<file path="src/hdl/edbd_pkg.sv">
// ----------------------------------------------------------------------------
// edbd_pkg
// Shared types and constants for the encoder/button dimmer control core.
// ----------------------------------------------------------------------------
package edbd_pkg;

  localparam int unsigned TickBitsDefault = 16;
  localparam int unsigned HistoryBits     = 8;
  localparam int unsigned QueueDepth      = 2;
  localparam int unsigned CfgIndexBits    = 8;
  localparam int unsigned CfgDataBits     = 16;

  // Press detection on the sampled history: two released samples, then
  // three pressed samples.
  localparam logic [HistoryBits-1:0] PressMask    = 8'b1100_0111;
  localparam logic [HistoryBits-1:0] PressPattern = 8'b1100_0000;

  localparam logic [7:0] BrightnessReset = 8'd100;
  localparam logic [7:0] BrightnessMax   = 8'd255;
  localparam logic [7:0] BrightnessMin   = 8'd1;
  localparam logic [7:0] IndicatorLit    = 8'd0;
  localparam logic [7:0] IndicatorDark   = 8'd255;

  // Configuration register indexes
  localparam logic [CfgIndexBits-1:0] RegSampleInterval   = 8'd0;
  localparam logic [CfgIndexBits-1:0] RegDoublePressWin   = 8'd1;
  localparam logic [CfgIndexBits-1:0] RegBrightnessStep   = 8'd2;
  localparam logic [CfgIndexBits-1:0] RegFlashOnTicks     = 8'd3;
  localparam logic [CfgIndexBits-1:0] RegFlashOffTicks    = 8'd4;
  localparam logic [CfgIndexBits-1:0] RegIndicatorNormal  = 8'd5;

  // Configuration reset values
  localparam logic [7:0]  SampleIntervalReset  = 8'd5;
  localparam logic [15:0] DoublePressWinReset  = 16'd100;
  localparam logic [6:0]  BrightnessStepReset  = 7'd5;
  localparam logic [7:0]  FlashOnTicksReset    = 8'd75;
  localparam logic [7:0]  FlashOffTicksReset   = 8'd50;
  localparam logic [7:0]  IndicatorNormalReset = 8'd240;

  // Limit flash phases
  localparam logic [1:0] FlashIdle  = 2'd0;
  localparam logic [1:0] FlashOn1   = 2'd1;
  localparam logic [1:0] FlashOff   = 2'd2;
  localparam logic [1:0] FlashOn2   = 2'd3;

  typedef struct packed {
    logic [7:0]  sample_interval;
    logic [15:0] double_press_window;
    logic [6:0]  brightness_step;
    logic [7:0]  flash_on_ticks;
    logic [7:0]  flash_off_ticks;
    logic [7:0]  indicator_normal_level;
  } edbd_cfg_t;

  typedef struct packed {
    logic button_level;
    logic enc_a_level;
    logic enc_b_level;
  } edbd_item_t;

endpackage

</file>
<file path="src/hdl/encoder_button_dimmer_control_core.sv">
// ----------------------------------------------------------------------------
// encoder_button_dimmer_control_core
// Rotary encoder dimmer with a debounced push button and limit flash.
// ----------------------------------------------------------------------------
// Usage:
//   Send one item per system tick on the input channel (in_valid_i /
//   in_ready_o) with the sampled button level (low = pressed) and both
//   encoder pin levels. Each item yields exactly one result transfer on the
//   output channel (out_valid_o / out_ready_i): LED duty, indicator duty,
//   power flag and flash flag after that tick.
//   Path: an item enters a two-entry queue, then the control engine runs
//   the whole tick as one combinational pass and registers the result, so
//   out_valid_o follows the queue register and then the result register.
//   Throughput is one item per cycle while out_ready_i does not stall it.
//   Stall: when the receiver holds out_ready_i low, the result register
//   holds, the engine stops, and the queue keeps taking items until full.
//   Configuration: write registers through cfg_valid_i / cfg_index_i /
//   cfg_data_i while no ticks are in flight; indexes past the list drop.
//   Reset: all timers, history and flash state clear, brightness goes to
//   100, power off, and configuration returns to its defaults.
// ----------------------------------------------------------------------------
module encoder_button_dimmer_control_core import edbd_pkg::*; #(
  parameter int unsigned TICK_BITS = TickBitsDefault
) (
  input  logic                    clk_i,
  input  logic                    rst_ni,
  // Tick input channel
  input  logic                    in_valid_i,
  output logic                    in_ready_o,
  input  logic                    button_level_i,
  input  logic                    enc_a_level_i,
  input  logic                    enc_b_level_i,
  // Result channel
  output logic                    out_valid_o,
  input  logic                    out_ready_i,
  output logic [7:0]              led_duty_o,
  output logic [7:0]              indicator_duty_o,
  output logic                    powered_o,
  output logic                    flashing_o,
  // Configuration write channel
  input  logic                    cfg_valid_i,
  output logic                    cfg_ready_o,
  input  logic [CfgIndexBits-1:0] cfg_index_i,
  input  logic [CfgDataBits-1:0]  cfg_data_i
);

  edbd_cfg_t  cfg_q;
  edbd_item_t in_item;
  edbd_item_t q_item;
  logic       q_valid;
  logic       q_ready;

  // Configuration writes are always accepted and registered directly.
  assign cfg_ready_o = 1'b1;

  always_ff @(posedge clk_i or negedge rst_ni) begin
    if (!rst_ni) begin
      cfg_q.sample_interval        <= SampleIntervalReset;
      cfg_q.double_press_window    <= DoublePressWinReset;
      cfg_q.brightness_step        <= BrightnessStepReset;
      cfg_q.flash_on_ticks         <= FlashOnTicksReset;
      cfg_q.flash_off_ticks        <= FlashOffTicksReset;
      cfg_q.indicator_normal_level <= IndicatorNormalReset;
    end else if (cfg_valid_i && cfg_ready_o) begin
      // Mask each value to its register width; drop unknown indexes.
      unique case (cfg_index_i)
        RegSampleInterval:  cfg_q.sample_interval        <= cfg_data_i[7:0];
        RegDoublePressWin:  cfg_q.double_press_window    <= cfg_data_i[15:0];
        RegBrightnessStep:  cfg_q.brightness_step        <= cfg_data_i[6:0];
        RegFlashOnTicks:    cfg_q.flash_on_ticks         <= cfg_data_i[7:0];
        RegFlashOffTicks:   cfg_q.flash_off_ticks        <= cfg_data_i[7:0];
        RegIndicatorNormal: cfg_q.indicator_normal_level <= cfg_data_i[7:0];
        default: ;
      endcase
    end
  end

  assign in_item.button_level = button_level_i;
  assign in_item.enc_a_level  = enc_a_level_i;
  assign in_item.enc_b_level  = enc_b_level_i;

  // Front end: hold incoming ticks so the input side need not wait on a
  // stalled result until the queue is full.
  edbd_queue u_queue (
    .clk_i       (clk_i),
    .rst_ni      (rst_ni),
    .in_valid_i  (in_valid_i),
    .in_ready_o  (in_ready_o),
    .in_item_i   (in_item),
    .pop_valid_o (q_valid),
    .pop_ready_i (q_ready),
    .pop_item_o  (q_item)
  );

  // Back end: one control pass per tick, result registered at the output.
  edbd_engine #(
    .TICK_BITS (TICK_BITS)
  ) u_engine (
    .clk_i            (clk_i),
    .rst_ni           (rst_ni),
    .cfg_i            (cfg_q),
    .item_valid_i     (q_valid),
    .item_ready_o     (q_ready),
    .item_i           (q_item),
    .out_valid_o      (out_valid_o),
    .out_ready_i      (out_ready_i),
    .led_duty_o       (led_duty_o),
    .indicator_duty_o (indicator_duty_o),
    .powered_o        (powered_o),
    .flashing_o       (flashing_o)
  );

endmodule

</file>
<file path="src/hdl/edbd_queue.sv">
// ----------------------------------------------------------------------------
// edbd_queue
// Front end: takes tick samples from the input channel into a short queue.
// ----------------------------------------------------------------------------
module edbd_queue import edbd_pkg::*; (
  input  logic       clk_i,
  input  logic       rst_ni,
  input  logic       in_valid_i,
  output logic       in_ready_o,
  input  edbd_item_t in_item_i,
  output logic       pop_valid_o,
  input  logic       pop_ready_i,
  output edbd_item_t pop_item_o
);

  localparam int unsigned PtrBits = (QueueDepth > 1) ? $clog2(QueueDepth) : 1;
  localparam int unsigned CntBits = $clog2(QueueDepth + 1);

  edbd_item_t         mem_q [QueueDepth];
  logic [PtrBits-1:0] wr_ptr_q, wr_ptr_d;
  logic [PtrBits-1:0] rd_ptr_q, rd_ptr_d;
  logic [CntBits-1:0] count_q, count_d;
  logic               push, pop;

  assign in_ready_o  = (count_q != CntBits'(QueueDepth));
  assign pop_valid_o = (count_q != '0);
  assign pop_item_o  = mem_q[rd_ptr_q];
  assign push        = in_valid_i && in_ready_o;
  assign pop         = pop_valid_o && pop_ready_i;

  always_comb begin
    wr_ptr_d = wr_ptr_q;
    rd_ptr_d = rd_ptr_q;
    count_d  = count_q;
    if (push) begin
      wr_ptr_d = (wr_ptr_q == PtrBits'(QueueDepth - 1)) ? '0 : wr_ptr_q + 1'b1;
    end
    if (pop) begin
      rd_ptr_d = (rd_ptr_q == PtrBits'(QueueDepth - 1)) ? '0 : rd_ptr_q + 1'b1;
    end
    if (push && !pop) begin
      count_d = count_q + 1'b1;
    end else if (pop && !push) begin
      count_d = count_q - 1'b1;
    end
  end

  always_ff @(posedge clk_i or negedge rst_ni) begin
    if (!rst_ni) begin
      wr_ptr_q <= '0;
      rd_ptr_q <= '0;
      count_q  <= '0;
    end else begin
      wr_ptr_q <= wr_ptr_d;
      rd_ptr_q <= rd_ptr_d;
      count_q  <= count_d;
    end
  end

  always_ff @(posedge clk_i) begin
    if (push) begin
      mem_q[wr_ptr_q] <= in_item_i;
    end
  end

endmodule

</file>
<file path="src/hdl/edbd_engine.sv">
// ----------------------------------------------------------------------------
// edbd_engine
// Back end: runs one control pass per tick and registers the result.
// ----------------------------------------------------------------------------
module edbd_engine import edbd_pkg::*; #(
  parameter int unsigned TICK_BITS = TickBitsDefault
) (
  input  logic       clk_i,
  input  logic       rst_ni,
  input  edbd_cfg_t  cfg_i,
  input  logic       item_valid_i,
  output logic       item_ready_o,
  input  edbd_item_t item_i,
  output logic       out_valid_o,
  input  logic       out_ready_i,
  output logic [7:0] led_duty_o,
  output logic [7:0] indicator_duty_o,
  output logic       powered_o,
  output logic       flashing_o
);

  localparam int unsigned CmpBits = (TICK_BITS > 16) ? TICK_BITS : 16;

  logic [TICK_BITS-1:0]   tick_q, tick_d;
  logic [TICK_BITS-1:0]   last_sample_q, last_sample_d;
  logic [TICK_BITS-1:0]   first_press_q, first_press_d;
  logic [TICK_BITS-1:0]   last_edge_q, last_edge_d;
  logic [HistoryBits-1:0] hist_q, hist_d;
  logic                   pending_q, pending_d;
  logic                   prev_a_q, prev_a_d;
  logic signed [7:0]      accum_q, accum_d;
  logic [7:0]             bright_q, bright_d;
  logic                   power_q, power_d;
  logic [1:0]             phase_q, phase_d;
  logic [7:0]             ftimer_q, ftimer_d;

  logic                   out_valid_q;
  logic [7:0]             led_q, ind_q;
  logic                   powered_q, flashing_q;
  logic [7:0]             ind_d;

  logic                   step;
  logic [7:0]             ftimer_inc;
  logic [TICK_BITS-1:0]   since_sample, since_edge, since_press;
  logic signed [15:0]     prod;
  logic signed [16:0]     sum;

  assign item_ready_o = !out_valid_q || out_ready_i;
  assign step         = item_valid_i && item_ready_o;

  always_comb begin
    tick_d        = tick_q + 1'b1;
    last_sample_d = last_sample_q;
    first_press_d = first_press_q;
    last_edge_d   = last_edge_q;
    hist_d        = hist_q;
    pending_d     = pending_q;
    prev_a_d      = prev_a_q;
    accum_d       = accum_q;
    bright_d      = bright_q;
    power_d       = power_q;
    phase_d       = phase_q;
    ftimer_d      = ftimer_q;
    ftimer_inc    = ftimer_q + 1'b1;
    since_sample  = '0;
    since_edge    = '0;
    since_press   = '0;
    prod          = '0;
    sum           = '0;

    // Advance a running flash; inputs are ignored while it lasts.
    if (phase_q != FlashIdle) begin
      ftimer_d = ftimer_inc;
      unique case (phase_q)
        FlashOn1: begin
          if (ftimer_inc >= cfg_i.flash_on_ticks) begin
            phase_d  = FlashOff;
            ftimer_d = '0;
          end
        end
        FlashOff: begin
          if (ftimer_inc >= cfg_i.flash_off_ticks) begin
            phase_d  = FlashOn2;
            ftimer_d = '0;
          end
        end
        FlashOn2: begin
          if (ftimer_inc >= cfg_i.flash_on_ticks) begin
            phase_d  = FlashIdle;
            ftimer_d = '0;
          end
        end
        default: ;
      endcase
    end

    if (phase_d == FlashIdle) begin
      // Button sampling
      since_sample = tick_d - last_sample_q;
      if (since_sample >= TICK_BITS'(cfg_i.sample_interval)) begin
        last_sample_d = tick_d;
        hist_d        = {hist_q[HistoryBits-2:0], item_i.button_level};
      end

      // Encoder edge with hold-off
      since_edge = tick_d - last_edge_q;
      if (since_edge >= TICK_BITS'(cfg_i.sample_interval)) begin
        if (item_i.enc_a_level && !prev_a_q) begin
          last_edge_d = tick_d;
          if (item_i.enc_b_level) begin
            if (accum_q != 8'sh80) accum_d = accum_q - 8'sd1;
          end else begin
            if (accum_q != 8'sh7f) accum_d = accum_q + 8'sd1;
          end
        end
        prev_a_d = item_i.enc_a_level;
      end

      // Press detection
      if ((hist_d & PressMask) == PressPattern) begin
        hist_d = '0;
        if (pending_q) begin
          bright_d  = BrightnessMax;
          power_d   = 1'b1;
          pending_d = 1'b0;
        end else begin
          pending_d     = 1'b1;
          first_press_d = tick_d;
        end
      end

      // Lone press toggles power once the window runs out
      since_press = tick_d - first_press_d;
      if (pending_d &&
          (CmpBits'(since_press) >= CmpBits'(cfg_i.double_press_window))) begin
        power_d   = !power_d;
        pending_d = 1'b0;
      end

      // Apply detents to brightness
      prod = $signed({{8{accum_d[7]}}, accum_d}) *
             $signed({9'd0, cfg_i.brightness_step});
      sum  = $signed({9'd0, bright_d}) + $signed({prod[15], prod});
      if (power_d && (accum_d != 8'sd0)) begin
        if ((accum_d > 8'sd0) && (bright_d == BrightnessMax)) begin
          phase_d  = FlashOn1;
          ftimer_d = '0;
        end else if ((accum_d < 8'sd0) && (bright_d == BrightnessMin)) begin
          phase_d  = FlashOn1;
          ftimer_d = '0;
        end else if (sum > 17'sd255) begin
          bright_d = BrightnessMax;
        end else if (sum < 17'sd1) begin
          bright_d = BrightnessMin;
        end else begin
          bright_d = sum[7:0];
        end
        accum_d = '0;
      end
    end
  end

  always_comb begin
    unique case (phase_d)
      FlashOn1, FlashOn2: ind_d = IndicatorLit;
      FlashOff:           ind_d = IndicatorDark;
      default:            ind_d = cfg_i.indicator_normal_level;
    endcase
  end

  always_ff @(posedge clk_i or negedge rst_ni) begin
    if (!rst_ni) begin
      tick_q        <= '0;
      last_sample_q <= '0;
      first_press_q <= '0;
      last_edge_q   <= '0;
      hist_q        <= '0;
      pending_q     <= 1'b0;
      prev_a_q      <= 1'b1;
      accum_q       <= '0;
      bright_q      <= BrightnessReset;
      power_q       <= 1'b0;
      phase_q       <= FlashIdle;
      ftimer_q      <= '0;
      out_valid_q   <= 1'b0;
    end else begin
      if (step) begin
        tick_q        <= tick_d;
        last_sample_q <= last_sample_d;
        first_press_q <= first_press_d;
        last_edge_q   <= last_edge_d;
        hist_q        <= hist_d;
        pending_q     <= pending_d;
        prev_a_q      <= prev_a_d;
        accum_q       <= accum_d;
        bright_q      <= bright_d;
        power_q       <= power_d;
        phase_q       <= phase_d;
        ftimer_q      <= ftimer_d;
        out_valid_q   <= 1'b1;
      end else if (out_ready_i) begin
        out_valid_q   <= 1'b0;
      end
    end
  end

  always_ff @(posedge clk_i) begin
    if (step) begin
      led_q      <= power_d ? bright_d : 8'd0;
      ind_q      <= ind_d;
      powered_q  <= power_d;
      flashing_q <= (phase_d != FlashIdle);
    end
  end

  assign out_valid_o      = out_valid_q;
  assign led_duty_o       = led_q;
  assign indicator_duty_o = ind_q;
  assign powered_o        = powered_q;
  assign flashing_o       = flashing_q;

endmodule
</file>
<file path="config.mk">
export PLATFORM = sky130hd
export DESIGN_NAME = encoder_button_dimmer_control_core
export DESIGN_NICKNAME = d
export VERILOG_FILES = /design/src/hdl/edbd_pkg.sv /design/src/hdl/encoder_button_dimmer_control_core.sv /design/src/hdl/edbd_queue.sv /design/src/hdl/edbd_engine.sv
export SDC_FILE = /design/constraint.sdc
export NUM_CORES = 1
export LEC_CHECK = 0
export BUFFER_PORTS_ARGS = -buffer_cell sky130_fd_sc_hd__buf_2
export CORE_MARGIN = 5
export CORE_UTILIZATION = 58
export DETAILED_ROUTE_END_ITERATION = 8
export PLACE_DENSITY = 0.8
export SLEW_MARGIN = 25
export SYNTH_ARGS = -nofsm -noshare
export SYNTH_HDL_FRONTEND = slang
export SYNTH_SLANG_ARGS = --single-unit
</file>
<file path="constraint.sdc">
create_clock -name clk_i -period 10.8 [get_ports clk_i]
set_clock_uncertainty 0.2 [all_clocks]
set_input_delay 1.08 -clock clk_i [delete_from_list [all_inputs] [get_ports clk_i]]
set_output_delay 1.08 -clock clk_i [all_outputs]
set_load 0.02 [all_outputs]
</file>
==> results of run 1 <==
## synthesized netlist by cell type (5+ instances only)
cell,count,area [µm²]
and2_1,11,68.8
fa_1,58,1160
nand2_1,132,495
nor3_1,31,155
o31ai_1,7,52.6
nor2_1,133,499
inv_1,196,736
a21o_1,46,345
o21a_1,8,60.1
a21boi_0,6,45.0
nand3_1,27,135
and4b_1,9,90.1
nand2b_1,28,175
nor2b_1,34,213
and3_1,20,125
nor4_1,8,50.1
a221oi_1,10,87.6
ha_1,135,1690
mux2i_1,21,210
dfrtp_1,139,3480
or4_1,5,37.5
clkbuf_1,33,124
xnor2_1,55,482
a211o_1,5,43.8
o211ai_1,9,67.6
a21oi_1,94,470
nand4_1,7,43.8
a22o_1,7,61.3
o21ai_0,99,495
o22ai_1,8,50.1
xor2_1,21,184
edfxtp_1,24,721
a211oi_1,7,52.6
or2_2,6,37.5
a31oi_1,7,43.8
mux2_2,43,484
dfstp_2,22,578
## final timing paths
path / to / slack [ns] / cells after the start
max in group asynchronous: u_engine.phase_q[1] / 8.68 / 2
worst min register to register: u_engine.out_valid_o / 0.29 / 2
worst max-delay path: u_engine.bright_q[6] / 0.44 / 39
worst min-delay path: u_engine.out_valid_o / 0.29 / 2
worst max register to register: u_engine.bright_q[6] / 0.44 / 39
min in group asynchronous: u_engine.last_edge_q[12] / 0.53 / 1
## repair_timing
| action | 4_1_cts | 5_1_grt |
|---|---|---|
| setup buffers | 0 | 8 |
| pin swaps | 0 | 6 |
| gates resized for setup | 1 | 44 |
| endpoints found under the hold margin | 0 | 0 |
| endpoints found under the setup margin | 9 | 44 |
## logic make-up (layout without fill, tap and decap cells)
family / after synthesis / in the layout / synth area share
AOI/OAI and AO/OA: 360 / 360 / 0.159
DFF: 185 / 185 / 0.326
muxes: 65 / 65 / 0.0484
other: 1 / 1 / 0.000256
adders and majority gates: 193 / 193 / 0.194
buffers and inverters: 241 / 316 / 0.0627
and+or+nand+nor: 476 / 476 / 0.161
xor gates and xnor gates: 78 / 78 / 0.0485
## area by class of cell
cell class,count,area [µm²],share of cell area
Multi-Input combinational cell,1173,9140,0.564
Tap cell,330,413,0.0255
Clock buffer,18,429,0.0265
Timing Repair Buffer,88,547,0.0338
Sequential cell,185,4780,0.295
Clock inverter,14,154,0.00950
Inverter,196,736,0.0454
## state kept, by name (all words and copies together), names as in the netlist, 2 cells and up
register,flops
u_engine.last_edge_q,16
u_engine.first_press_q,16
u_engine.led_duty_o,8
cfg_q,55
u_engine.last_sample_q,16
u_queue.count_q,2
u_queue.mem_q,6
u_engine.accum_q,8
u_engine.hist_q,8
u_engine.indicator_duty_o,8
u_engine.phase_q,2
u_engine.ftimer_q,8
u_engine.tick_q,16
u_engine.bright_q,8
## power by group through the flow
stage	registers, mW	clock network (mW)	logic [mW]
6_report	1.10	0.642	3.00
4_1_cts	1.10	0.649	2.84
2_1_floorplan	1.10	0	2.08
3_3_place_gp	1.10	0	2.69
5_1_grt	1.13	0.677	3.37
3_5_place_dp	1.10	0	2.80
## cells in the final DEF (no fill, tap or decap), types with 27 or more instances in the layout
master	Yosys	routed
a21o_1	46	46
nand3_1	27	27
ha_1	135	134
nor3_1	31	29
nor2b_1	34	34
buf_2	4	50
a21oi_1	94	89
nand2b_1	28	28
dfrtp_1	139	139
inv_1	196	195
o21ai_0	99	89
nand2_1	132	131
nor2_1	133	132
buf_4	2	35
xnor2_1	55	53
mux2_2	43	43
fa_1	58	58
## metal layers
metal	share of wire	vias up	GRT usage
met3	0.062	70	0.0388
met2	0.47	421	0.418
met4	0.024	0	0.0707
met5	0	-	0
li1	-	5636	-
met1	0.44	5820	0.350
## per-stage QoR
step                      utilization  worst slack (ns)  std cells  total power, mW  area (µm²)
after global routing            0.647           -0.0588       2004             5.17       16200
final                           0.647             0.443       2004             4.75       16200
after CTS                       0.638           0.00651       1996             4.59       16000
after floorplan                     -             0.783       1599             3.18       14700
after detailed placement        0.615             0.122       1964             3.91       15400
after global placement          0.615             0.272       1964             3.79       15400
## critical path: cells and delay by family, from the launching register on
kind                     cells  cell delay [ns]
AO/OA/AOI/OAI               13             3.03
XOR/XNOR                     2             0.34
adder cells (fa/ha/maj)      6             2.84
buffers and inverters        7             0.80
flip-flops                   1             0.44
AND/OR/NAND/NOR             11             2.59
==> summary.txt, run 1 <==
Run status
  – Status: finished clean

Timing
  – Worst slew pin tran: 0.985 ns
  – Slew Limit Fails: 0
  – Max Freq: 96.5 MHz
  – Hold Vio Cnt, Final: 0
  – Final setup fails: 0
  – Final Critical Period: 10.36 ns
  – Final setup TNS: 0 ns
  – Final Hold Slack: 0.295 ns
  – Worst slew margin: 0.343
  – Fin crit share: 0.959

Die
  – Die Area: 28600 µm²
  – Chip width: 169 µm
  – Num ports: 53
  – Core ar.: 25000 µm²
  – Initial core utilization: 0.586
  – Num rows: 58
  – Die Ht: 169 µm

Finish
  – Layout cells sized above 1: 0.140
  – Fillcell total: 1968
  – Layout area overhead: 10.4%
  – Nets@finish: 1886
  – Ant. Diodes: 0

Routing
  – Total Wirelength: 35700 µm
  – Detailed-route via count: 11.9k
  – Vias per std cell: 5.96
  – Final ANT Viol Nets: 0
  – DRT iter0 DRCs: 1040
  – DRT Pass-1 Iters: 5
  – WL/cell: 17.8 µm
  – DRC viols: 0

Synthesis
  – Leading register cell type out of synthesis: dfrtp_1
  – Cell area after synthesis: 14700 µm²
  – Synth unique cells: 85
  – Syn_nets: 1824
  – Share of synthesized flip-flops with an asynchronous set or reset: 0.870
  – Synth warn: 0
  – Flops & latches, synth: 185
  – Cell count after synthesis: 1599
  – Post-synthesis sequential area ratio: 0.326
  – Number of flops mapped to enable cells by yosys: 24
  – Syn_area_per_cell: 9.17 µm²

Clock tree
  – Clk slew on worst S/H paths: 0.08 ns
  – Root Buffer: clkbuf_16
  – Clk_lat worst skew: 0.45 ns
  – Clk sinks: 185
  – H-tree levels: 4
  – CTS max path bufs: 2
  – CTS tree: done
  – Num CTS Buffers: 17
  – # hold bufs at CTS: 0

Worst setup path
  – Critical R2R Launch: u_engine.tick_q[2]
  – CP required: 10.96 ns
  – Worst-path fanout max: 12
  – Critical Path Max Stage Delay: 0.58 ns
  – Slowest cell on crit path: nor4_2
  – CP arrival: 10.52 ns
  – Setup crit end kind: flip-flop
  – Crit path kind: reg -> reg
  – Startpoint types: flip-flop
  – Most frequent CP cell: inv_1
  – Crit path from: u_engine.tick_q[2]

Power
  – Clock network power share: 0.135
  – PwrDens: 293 nW/µm²
  – Logic gate share of total power: 0.633
  – Switching Fraction: 0.463
  – Worst VDD drop: 0.185 mV
  – Switching power: 2.19 mW
  – Internal power: 2.55 mW
  – Leak: 7.99 nW
  – Sequential Power Share: 0.232

Min path
  – Hold Crit Class: reg -> reg
  – Hold path startpoint: u_engine.out_valid_o

Placement
  – GP Congestion: 0.913
  – Port bufs: 51
  – Dpl hpwl: 26100 µm

GRT
  – Initial antenna violation count: 0
  – Total gr overflow: 0
  – Gr usage total: 0.253
  – First-pass GRT wire length: 59200 µm
  – Vias in the first global route: 11.8k
  – Largest net degree at the start of global routing: 86

Run
  – Max-cap violations: 0
Power figures use the tool's default switching activity.
==> run 2: changes to the inputs <==
- HOLD_SLACK_MARGIN: unset -> 0.12
- SYNTH_HIERARCHICAL: unset -> 1
==> run 2 against run 1 <==
Die area rose by 2.6%. Global-route usage rose by 0.29 points. First-iteration DRC count fell by 4.6%. Critical path depth fell by 3. Synthesized area rose by 2.8%. Worst hold slack got worse by 0.023 ns. Via count rose by 0.93%. Synthesized cell count rose by 1.4%. Register-to-register slack improved by 0.09 ns. Combinational power rose by 2%. Sequential power fell by 4%.
==> summary.txt, run 2 <==
Run status
  – Status: finished clean

Worst setup path
  – Most frequent CP cell: ha_1
  – Setup crit end kind: flip-flop
  – Slowest cell on crit path: fa_1
  – Reg2reg path depth: 36
  – Startpoint types: flip-flop
  – Critical Path Max Stage Delay: 0.55 ns
  – CP required: 10.83 ns
  – Worst-path fanout max: 10
  – CP arrival: 10.30 ns
  – Crit path kind: reg -> reg

Clock tree
  – Clk slew on worst S/H paths: 0.08 ns
  – Clk_lat worst skew: 0.44 ns
  – Num CTS Buffers: 17
  – # hold bufs at CTS: 0
  – CTS tree: done
  – CTS max path bufs: 2
  – Clk sinks: 185
  – H-tree levels: 4
  – Root Buffer: clkbuf_16

Power
  – Switching Fraction: 0.475
  – Switching power: 2.27 mW
  – Worst VDD drop: 0.161 mV
  – Power Total: 4.78 mW
  – Logic gate share of total power: 0.642
  – Sequential Power Share: 0.221
  – Leak: 7.93 nW
  – PwrDens: 289 nW/µm²
  – Internal power: 2.51 mW
  – Clock network power share: 0.137

Die
  – Core ar.: 25800 µm²
  – Num rows: 59
  – Initial core utilization: 0.583
  – Chip width: 171 µm
  – Die Ht: 171 µm
  – Die Area: 29300 µm²
  – Num ports: 53

Placement
  – GP Congestion: 0.922
  – Dpl hpwl: 27600 µm
  – Placed cell count: 1986
  – Port bufs: 51

Finish
  – Most frequent cells in the layout: 191 x inv_1, 139 x dfrtp_1, 135 x ha_1
  – Post-Layout Cell Count: 2026
  – Layout cells sized above 1: 0.152
  – Reg with most FFs: cfg_q
  – Ant. Diodes: 0
  – Layout area overhead: 9.70%
  – Max FFs per register: 55
  – Nets@finish: 1903
  – Finished Core Util: 0.640
  – Most common cell after layout, fill and taps aside: inv_1

Timing
  – Hold Vio Cnt, Final: 0
  – Final setup TNS: 0 ns
  – Worst slew margin: 0.430
  – Final Critical Period: 10.27 ns
  – Final Hold Slack: 0.271 ns
  – Fin crit share: 0.951
  – Max Freq: 97.4 MHz
  – Slew Limit Fails: 0
  – Final setup fails: 0
  – Worst slew pin tran: 0.854 ns

Synthesis
  – Share of synthesized flip-flops with an asynchronous set or reset: 0.870
  – Synth warn: 6
  – Post-synthesis sequential area ratio: 0.317
  – Syn_area_per_cell: 9.29 µm²
  – Largest cells by area after synthesis: dfrtp_1 23%, ha_1 11%, fa_1 7.7%
  – Synth unique cells: 93
  – Largest family of logic cells by synthesized area: adder cells
  – Xor/xnor share of the synthesized area: 0.0453
  – Cell area after synthesis: 15100 µm²
  – Post-synth top cells: 191 x inv_1, 139 x dfrtp_1, 135 x ha_1, 134 x nor2_1, 114 x nand2_1
  – Top-count cell post-synth: inv_1
  – Post-Synth Adder-Cell Area: 0.189
  – Yosys top cell area share: 0.231
  – Syn_nets: 1847
  – Flops & latches, synth: 185
  – Number of flops mapped to enable cells by yosys: 24
  – Post-synthesis mux area share: 0.0651
  – Post-Synth Simple-Gate Area: 0.161
  – Synth Area in Compound Gates: 0.161
  – Synth area leader: dfrtp_1
  – Leading register cell type out of synthesis: dfrtp_1
  – Cell count after synthesis: 1622

Min path
  – Hold Crit Depth: 1
  – Hold Crit Class: reg -> reg

GRT
  – Vias in the first global route: 12.0k
  – Largest net degree at the start of global routing: 71
  – Initial antenna violation count: 0
  – Total gr overflow: 0
  – Gr usage total: 0.256
  – First-pass GRT wire length: 60500 µm

Routing
  – WL/cell: 18.0 µm
  – Detailed-route via count: 12.1k
  – DRT Pass-1 Iters: 6
  – DRT iter0 DRCs: 992
  – Final ANT Viol Nets: 0
  – DRC viols: 0
  – Vias per std cell: 5.95
  – Total Wirelength: 36500 µm

Run
  – Max-cap violations: 0
-- run 2: changes by cell type in the layout (fill, tap and decap cells not counted), sizes merged, moves of 7 or more --
cell and delta:
mux2 +28, nand2 -17, nand4 +14, and3 -13, o21ai -13, nor2b +11, nor3 -10, and4b -9
mux2i -9, a21o -8, a21oi +8, a211oi +7, and2 +7, xor2 +7
-- run 2: cells by family (layout without fill, tap and decap cells) --
family / Yosys count / in the layout
buf+inv: 237 / 306
mux: 84 / 84
flops: 185 / 185
compound gates: 370 / 370
fa+ha+maj: 193 / 193
xor+xnor: 78 / 78
other cells: 1 / 1
simple gates: 474 / 474
-- run 2: timing repair --
action | in CTS | in global routing
setup buffers | 0 | 8
gates resized for setup | 0 | 19
endpoints found under the setup margin | 0 | 44
-- run 2: cell type report --
cell class                      instances  area [µm²]
Clock buffer                           17         425
Clock inverter                         15         196
Fill cell                            2099        9300
Inverter                              192         721
Multi-Input combinational cell       1200        9500
Sequential cell                       185        4780
Tap cell                              335         419
Timing Repair Buffer                   82         498
-- run 2: power groups by stage --
stage                     sequential (mW)  clock, mW  combinational [mW]
after global placement               1.06          0                2.79
final                                1.06      0.655                3.07
after detailed placement             1.06          0                2.90
after CTS                            1.05      0.664                2.94
after floorplan                      1.06          0                2.14
after global routing                 1.08      0.698                3.41
-- run 2: stage by stage --
| step | worst slack (ns) | cell area (µm²) |
|---|---|---|
| 3_5_place_dp | 0.195 | 15700 |
| 3_3_place_gp | 0.641 | 15700 |
| 2_1_floorplan | 1.39 | 15100 |
| 4_1_cts | 0.178 | 16400 |
| 5_1_grt | -0.0161 | 16500 |
| 6_report | 0.533 | 16500 |
-- run 2: critical path: cells and delay by family, from the launching register on --
family / cells / cell delay [ns]
AOI/OAI and AO/OA: 18 / 4.39
xor gates and xnor gates: 3 / 0.63
adders and majority gates: 8 / 3.11
buffers and inverters: 3 / 0.46
DFF: 1 / 0.48
and+or+nand+nor: 4 / 0.79
-- run 2: metal layers --
metal / GRT usage / share of wire / wire [µm]
met2: 0.422 / 0.47 / 17300
met1: 0.340 / 0.43 / 15700
met3: 0.0510 / 0.067 / 2440
met5: 0 / 0 / 0
met4: 0.0872 / 0.028 / 1020
-- run 2: worst paths after layout --
kind	start	endpoint	slack, ns
setup / recovery	u_engine/tick_q[0]	u_engine/led_duty_o[5]	0.53
max in group asynchronous	rst_ni	u_engine/tick_q[14]	8.84
min in group asynchronous	rst_ni	cfg_q[2]	0.45
hold / removal	u_engine/hist_q[7]	u_engine/hist_q[7]	0.27
setup reg to reg	u_engine/tick_q[0]	u_engine/led_duty_o[5]	0.53
hold reg to reg	u_engine/hist_q[7]	u_engine/hist_q[7]	0.27
==> run 3: changes to the inputs <==
- CORE_UTILIZATION: 58 -> 35
- PLACE_DENSITY: 0.8 -> 0.54
==> run 3 against run 2 <==
Die area up 61%. Cell area up 1.5%. Highest routed layer unchanged. Critical endpoint is now u_engine/led_duty_o[6]. Maximum frequency grew 0.95%. Flip-flop and latch count unchanged.
==> summary.txt, run 3 (synthesis gave the netlist of run 2 again) <==
Power
  – Switching power: 2.20 mW
  – Switching Fraction: 0.468
  – Worst VDD drop: 0.158 mV
  – Sequential Power Share: 0.226
  – Clock network power share: 0.130
  – Leak: 7.92 nW
  – PwrDens: 280 nW/µm²
  – Internal power: 2.50 mW
  – Logic gate share of total power: 0.644

Die
  – Num rows: 76
  – Num ports: 53
  – Chip width: 218 µm
  – Die Area: 47300 µm²
  – Die Ht: 218 µm
  – Core ar.: 42900 µm²
  – Initial core utilization: 0.351

GRT
  – Total gr overflow: 0
  – Gr usage total: 0.163
  – Vias in the first global route: 11.6k
  – Initial antenna violation count: 0
  – Largest net degree at the start of global routing: 105
  – First-pass GRT wire length: 62500 µm

Timing
  – Worst slew margin: 0.346
  – Fin crit share: 0.942
  – Slew Limit Fails: 0
  – Final Hold Slack: 0.278 ns
  – Final setup fails: 0
  – Fin worst setup slack: 0.629 ns
  – Final setup TNS: 0 ns
  – Final Critical Period: 10.17 ns
  – Worst slew pin tran: 0.980 ns
  – Max Freq: 98.3 MHz
  – Hold Vio Cnt, Final: 0

Routing
  – DRC viols: 0
  – Detailed-route via count: 11.6k
  – DRT iter0 DRCs: 667
  – Total Wirelength: 37800 µm
  – DRT Pass-1 Iters: 4
  – Vias per std cell: 5.10
  – Final ANT Viol Nets: 0
  – WL/cell: 16.6 µm

Worst setup path
  – Worst-path fanout max: 25
  – Reg2reg path depth: 43
  – Critical Path Max Stage Delay: 0.51 ns
  – Slowest cell on crit path: or4_1
  – Setup crit end kind: flip-flop
  – Flop-to-flop setup slack: 0.63 ns
  – Critical R2R Launch: u_engine/tick_q[0]
  – Crit path kind: reg -> reg
  – Crit path from: u_engine/tick_q[0]
  – CP arrival: 10.20 ns
  – Crit path to: u_engine/led_duty_o[6]
  – CP required: 10.83 ns
  – Crit Reg-Reg Endpoint: u_engine/led_duty_o[6]
  – Startpoint types: flip-flop

Min path
  – Hold Crit Class: reg -> reg

Clock tree
  – H-tree levels: 4
  – CTS tree: done
  – Root Buffer: clkbuf_16
  – Clk sinks: 185
  – Num CTS Buffers: 17
  – Clk slew on worst S/H paths: 0.08 ns
  – CTS max path bufs: 2
  – # hold bufs at CTS: 0
  – Clk_lat worst skew: 0.45 ns

Finish
  – Layout area overhead: 11.3%
  – Post-Layout Cell Count: 2277
  – Layout cells sized above 1: 0.152
  – Reg with most FFs: cfg_q
  – Most frequent cells in the layout: 191 x inv_1, 139 x dfrtp_1, 135 x ha_1
  – Ant. Diodes: 0
  – Nets@finish: 1904
  – Most common cell after layout, fill and taps aside: inv_1
  – Max FFs per register: 55
  – Fillcell total: 4269

Placement
  – Dpl hpwl: 29000 µm
  – Place WS: 0.326 ns
  – Port bufs: 51
  – Placed cell count: 2235
  – GP Congestion: 0.832

Run
  – Max-cap violations: 0

Run status
  – Status: finished clean
-- run 3: through the flow --
stage / utilization / power, mW / instance area [µm²]
finish: 0.391 / 4.70 / 16800
global route: 0.391 / 5.19 / 16800
CTS: 0.387 / 4.63 / 16600
detailed placement: 0.374 / 3.98 / 16000
global placement: 0.374 / 3.94 / 16000
floorplan: - / 3.20 / 15100
-- run 3: area by class of cell --
| type | count | area, µm² | area share |
|---|---|---|---|
| clock buffer | 20 | 457 | 0.0272 |
| clock inverter | 12 | 105 | 0.00626 |
| inverter | 192 | 721 | 0.0429 |
| multi-input combinational | 1200 | 9480 | 0.565 |
| sequential | 185 | 4780 | 0.285 |
| tap | 585 | 732 | 0.0436 |
| timing repair buffer | 83 | 508 | 0.0303 |
-- run 3: worst min-delay path by stage --
stage / depth (start not counted) / from / endpoint / slack [ns]
2_1_floorplan: 1 / u_engine/hist_q[7] / u_engine/hist_q[7] / 0.24
4_1_cts: 1 / u_engine/hist_q[7] / u_engine/hist_q[7] / 0.28
6_report: 1 / u_engine/hist_q[7] / u_engine/hist_q[7] / 0.28
3_3_place_gp: 1 / u_engine/hist_q[7] / u_engine/hist_q[7] / 0.26
5_1_grt: 1 / u_engine/hist_q[7] / u_engine/hist_q[7] / 0.31
3_5_place_dp: 1 / u_engine/hist_q[7] / u_engine/hist_q[7] / 0.27
-- run 3: critical path: cells and delay by family (launching register included) --
family	cells	cell delay, ns
flip-flops	1	0.48
multiplexers	1	0.37
AO/OA/AOI/OAI	24	4.89
buffers and inverters	2	0.38
XOR/XNOR	2	0.38
AND/OR/NAND/NOR	9	1.80
adder cells (fa/ha/maj)	5	1.45
-- run 3: power by group through the flow --
stage	combinational, mW	clock, mW	sequential (mW)
after floorplan	2.14	0	1.06
after global placement	2.87	0	1.07
after detailed placement	2.91	0	1.07
after CTS	2.94	0.634	1.06
after global routing	3.44	0.660	1.08
final	3.03	0.613	1.06
-- run 3: timing repair --
action	4_1_cts	5_1_grt
resized for setup	0	17
setup buffers	0	10
endpoints found under the setup margin	0	40
-- run 3: routing by layer --
layer | vias to the layer above | global-route usage | part of all wire
li1 | 5754 | - | -
met1 | 5620 | 0.228 | 0.49
met2 | 194 | 0.263 | 0.46
met3 | 48 | 0.0224 | 0.029
met4 | 0 | 0.0506 | 0.026
met5 | - | 0 | 0
